==> config.mk <==
export PLATFORM = sky130hd
export DESIGN_NAME = kpc_seq
export DESIGN_NICKNAME = d
export VERILOG_FILES = /design/src/hw/rtl/kpc_pkg.sv /design/src/hw/rtl/kpc_seq.sv
export VERILOG_INCLUDE_DIRS = /design/src /design/src/hw/rtl
export SDC_FILE = /design/constraint.sdc
export NUM_CORES = 1
export LEC_CHECK = 0
export ABC_AREA = 1
export BUFFER_PORTS_ARGS = -buffer_cell sky130_fd_sc_hd__buf_4
export CORE_AREA = 4 4 41 43
export DETAILED_ROUTE_END_ITERATION = 8
export DIE_AREA = 0 0 45 47
export HOLD_SLACK_MARGIN = 0.12
export PLACE_DENSITY_LB_ADDON = 0.08
export SLEW_MARGIN = 20
export SYNTH_ARGS = -nofsm -noshare
export SYNTH_HDL_FRONTEND = slang
export SYNTH_SLANG_ARGS = --single-unit
==> constraint.sdc <==
create_clock -name clk -period 0.94 [get_ports clk]
set_input_delay 0.188 -clock clk [delete_from_list [all_inputs] [get_ports clk]]
set_output_delay 0.188 -clock clk [all_outputs]
set_load 0.01 [all_outputs]
==> src/hw/rtl/assert_macros.svh <==
// Assertion macros shared by the key press counter RTL.
// Expects clk and arst_n in the scope of each use.
`ifndef ASSERT_MACROS_SVH
`define ASSERT_MACROS_SVH

// property checked on every rising edge outside reset
`define ASSERT_CLK(lbl, prop, msg) \
	lbl: assert property (@(posedge clk) disable iff (!arst_n) prop) else $error(msg);

// condition that must never be true
`define ASSERT_NEVER(lbl, cond, msg) \
	`ASSERT_CLK(lbl, !(cond), msg)

`endif

==> src/hw/rtl/kpc_pkg.sv <==
// Package for the key press counter: opcodes, register indexes, sequencer types.
// No dependencies.
package kpc_pkg;

	localparam int CFG_IDX_W = 2;
	localparam int CFG_DATA_W = 7;

	typedef logic [CFG_IDX_W-1:0] cfg_idx_t;

	localparam cfg_idx_t REG_PAUSED = cfg_idx_t'(0);
	localparam cfg_idx_t REG_SHARED_KEY = cfg_idx_t'(1);

	typedef enum logic [2:0] {
		OP_MAKE = 3'd0,
		OP_BREAK = 3'd1,
		OP_REL_DEV = 3'd2,
		OP_REL_KEY = 3'd3,
		OP_CLR_CNT = 3'd4,
		OP_CLR_ALL = 3'd5,
		OP_READ = 3'd6
	} opcode_t;

	typedef enum logic [2:0] {
		S_IDLE,
		S_CALC,
		S_SWP_RD,
		S_SWP_WR,
		S_DONE
	} state_t;

	typedef struct packed {
		logic in_ready;
		logic calc_fire;
		logic sweep_start;
		logic sw_rd;
		logic sw_wr;
		logic done_fire;
	} ctrl_t;

	typedef struct packed {
		logic in_fire;
		logic slot_free;
		logic sweep_go;
		logic sweep_last;
	} stat_t;

endpackage

==> src/hw/rtl/kpc_seq.sv <==
// Sequencer for the key press counter: accept, read-modify-write, device sweep.
// Depends on kpc_pkg and assert_macros.svh.
`include "assert_macros.svh"

module kpc_seq (
	input  logic           clk,
	input  logic           arst_n,
	input  kpc_pkg::stat_t stat,
	output kpc_pkg::ctrl_t ctrl
);

	kpc_pkg::state_t state_q;
	kpc_pkg::state_t state_d;

	always_ff @(posedge clk or negedge arst_n) begin
		if (!arst_n) begin
			state_q <= kpc_pkg::S_IDLE;
		end else begin
			state_q <= state_d;
		end
	end

	always_comb begin
		state_d = state_q;
		unique case (state_q)
			kpc_pkg::S_IDLE: begin
				if (stat.in_fire) state_d = kpc_pkg::S_CALC;
			end
			kpc_pkg::S_CALC: begin
				if (stat.slot_free) begin
					state_d = stat.sweep_go ? kpc_pkg::S_SWP_RD : kpc_pkg::S_IDLE;
				end
			end
			kpc_pkg::S_SWP_RD: begin
				state_d = kpc_pkg::S_SWP_WR;
			end
			kpc_pkg::S_SWP_WR: begin
				state_d = stat.sweep_last ? kpc_pkg::S_DONE : kpc_pkg::S_SWP_RD;
			end
			kpc_pkg::S_DONE: begin
				if (stat.slot_free) state_d = kpc_pkg::S_IDLE;
			end
			default: begin
				state_d = kpc_pkg::S_IDLE;
			end
		endcase
	end

	always_comb begin
		ctrl = '0;
		unique case (state_q)
			kpc_pkg::S_IDLE: begin
				ctrl.in_ready = 1'b1;
			end
			kpc_pkg::S_CALC: begin
				ctrl.calc_fire = stat.slot_free;
				ctrl.sweep_start = stat.slot_free && stat.sweep_go;
			end
			kpc_pkg::S_SWP_RD: begin
				ctrl.sw_rd = 1'b1;
			end
			kpc_pkg::S_SWP_WR: begin
				ctrl.sw_wr = 1'b1;
			end
			kpc_pkg::S_DONE: begin
				ctrl.done_fire = stat.slot_free;
			end
			default: begin
				ctrl = '0;
			end
		endcase
	end

	`ASSERT_CLK(a_fire_to_calc, stat.in_fire |=> state_q == kpc_pkg::S_CALC, "accepted transaction did not reach calc")
	`ASSERT_CLK(a_wr_after_rd, ctrl.sw_wr |-> $past(ctrl.sw_rd), "sweep write without preceding read")

endmodule

==> key figures <==
Global routing
  – Initial antenna violation count: 0
  – Congestion Overflow GR: 0
  – Pin count of the biggest net entering global routing: 7
  – Global-route wire length before repair: 1069 um
  – Vias in the first global route: around 290
  – Total track usage: 7.363%

Critical path
  – CP delay by family, top: flip-flops
  – Critical Path RT: about 0.75 ns
  – Buf/Inv on CP: 1
  – Critical Path AT: 1.10 ns
  – Setup CP Type: flop to primary output
  – CP startpoint kind: flop
  – CP max stage cell: dfrtp_2
  – Maximum net fanout on the critical path: 6
  – CP peak stage delay: approximately 0.45 ns
  – CP endpoint kind: primary output
  – Worst-path cell chain: nor2_1 > nand2_2 > nor2_2 > buf_4

CTS
  – Longest Clk Path Bufs: 2
  – Clock transition at path regs: about 0.040 ns
  – CTS root buf: clkbuf_4
  – TritonCTS clock tree: done
  – Post-CTS Setup Inserts: 0
  – CTS buffer count: 3
  – H-tree depth: 1
  – CTS sink cnt: 3
  – Worst-skew pair later-pin latency: 0.23 ns

Power and ir drop
  – Leakage: ~0.22 nW
  – Final total power: 1.194 mW
  – Max IR drop VDD: between 0.9 and 1 mV
  – PD cells: about 2700 nW/um^2

Layout
  – Most frequent cells in the layout: buf_4 (14), nor2_2 (7), nand2_1 (7)
  – Nets: between 60 and 70
  – Final Cell Area: approximately 440 um^2
  – Fin cells: 69
  – Layout cells sized above 1: around two thirds
  – Largest reg by FF count: state_q
  – Commonest non-fill, non-tap cell in the layout: buf_4
  – Diode count: 0
  – Area Overhead vs Synth: 108.4%
  – Biggest regs: state_q x3
  – Max reg flops: 3

Timing
  – Worst Setup Slack, final: -0.3495 ns
  – Final hold slack: between 0.15 and 0.2 ns
  – Final period util: 137.2%
  – Fmax: roughly 0.78 GHz
  – Clk_skew: about 0.00016 ns
  – Unrepaired setup endpoints after global routing: true
  – Worst slew pin tran: 0.2441 ns
  – Minimum clock period: 1.289 ns
  – Max-slew violations: 0
  – Max_slew headroom: between 80% and 90%
  – Final Hold Vio Count: 0
  – Setup violators final: 8

Outcome
  – Failing checks: negative setup slack
  – Status: finished with violations

Run
  – Max-cap violation count: 0

Yosys
  – Synth warn: 0
  – Flops & latches, synth: 3
  – Post-synthesis adder-cell area fraction: 0%
  – Largest family of logic cells by synthesized area: simple AND/OR/NAND/NOR gates
  – Syn_area_per_cell: around 6.3 um^2
  – Post-synthesis cell count: 33
  – Synthesized area: 209.0 um^2
  – Synth Area in XOR/XNOR: 0%
  – Mapped Nets: 39
  – Sequential share of the synthesized area: a little over a third
  – Multiplexer fraction of the synthesized cell area: 0%
  – Post-Synth Simple-Gate Area: between 40% and 50%
  – Compound-Gate Fraction of Synth Area: ~4.8%
  – Unique masters post-synth: 13

Routing
  – Final WL: ~650 um
  – Vias per inst: ~4
  – Metal3 WL: 44 um
  – Router iterations before antenna repair: 4
  – 1st-iter DRT viols: 3
  – DR vias: 282
  – DR top layer: met3
  – Drt wl/cell: 9.449 um
  – DR DRC count: 0
  – Met1 WL: ~240 um
  – WL met2: about 370 um
  – Post-route ant nets: 0

Placement
  – Inst Count DP: 64
  – # port buffers: 11
  – Dpl hpwl: about 540 um
  – Post-Place Cell Area: roughly 380 um^2
  – Routability cong.: 0.7223

Floorplanning
  – DIE AREA: 2115 um^2
  – Initial Util: between 10% and 20%
  – Core area: about 1300 um^2
  – FP Rows: 13
  – Die Y: about 47 um
  – I/O Pins: 12
  – Die X: approximately 45 um

Worst hold path
  – Worst Hold Class: input pin to flop
[metrics by stage]
stage                     utilization (%)  worst slack (ns)  setup TNS [ns]
after floorplan                         -          -0.01468        -0.02971
after global placement              29.23           -0.1227         -0.7801
after detailed placement            29.23           -0.1301         -0.7698
after CTS                           32.69           -0.3575          -2.222
after global routing                33.46           -0.4143          -2.732
final                               33.46           -0.3495          -2.101
[worst register-to-register path, cell delays in order (launching register included)]
cell,delay [ns]
dfrtp_2,0.45
nor2_1,0.14
nand2_2,0.09
nand2_1,0.07
nand2_1,0.06
nand3_1,0.07
nand2_1,0.06
[power by group]
| part | internal [mW] | total (mW) | leakage, nW | switching, mW |
|---|---|---|---|---|
| clock network | 0.159 | 0.225 | 0.0150 | 0.0659 |
| logic | 0.349 | 0.706 | 0.166 | 0.358 |
| registers | 0.184 | 0.263 | 0.0364 | 0.0790 |
| total | 0.692 | 1.19 | 0.217 | 0.502 |
[final cells by class]
class	instances	area, um^2
Clock buffer	4	26.28
Fill cell	152	865.8
Inverter	6	22.52
Multi-Input combinational cell	24	152.6
Sequential cell	3	77.57
Tap cell	15	18.77
Timing Repair Buffer	17	137.6
[worst paths after layout]
| check | slack, ns | startpoint | depth (start not counted) | endpoint |
|---|---|---|---|---|
| max reg2reg | -0.11 | state_q[0]$_DFFE_PN0P_ | 6 | state_q[0]$_DFFE_PN0P_ |
| max in group asynchronous | 0.55 | arst_n | 2 | state_q[1]$_DFFE_PN0P_ |
| min reg2reg | 0.65 | state_q[0]$_DFFE_PN0P_ | 2 | state_q[0]$_DFFE_PN0P_ |
| min in group asynchronous | 0.28 | arst_n | 2 | state_q[0]$_DFFE_PN0P_ |
| min | 0.16 | stat[2] | 2 | state_q[2]$_DFFE_PN0P_ |
| max | -0.35 | state_q[0]$_DFFE_PN0P_ | 4 | ctrl[0] |
[repair_timing]
item | CTS | global route
hold buffers | 1 | 0
gates resized for setup | 6 | 3
endpoints found under the setup margin | 9 | 9
pin swaps | 0 | 2
hold endpoints to repair | 3 | 0
[Yosys cell counts (all sizes together)]
library cell | number | area, um^2
nor3 | 1 | 5.000
inv | 6 | 22.52
nor2 | 8 | 32.54
dfrtp | 3 | 75.07
nand3 | 3 | 20.02
o21ai | 2 | 10.00
nand2 | 8 | 30.03
nand4 | 1 | 6.260
nand3b | 1 | 7.510
[layer usage]
layer,track usage [%],vias up
met1,7.323,130
li1,-,145
met4,7.018,0
met2,12.71,7
met3,1.533,0
met5,0,-
[cell families (layout without fill, tap and decap cells)]
| family | after synthesis | after routing |
|---|---|---|
| AO/OA/AOI/OAI | 2 | 2 |
| flip-flops | 3 | 3 |
| AND/OR/NAND/NOR | 22 | 22 |
| buffers and inverters | 6 | 27 |
No activity file was read; power rests on OpenSTA's default activity.
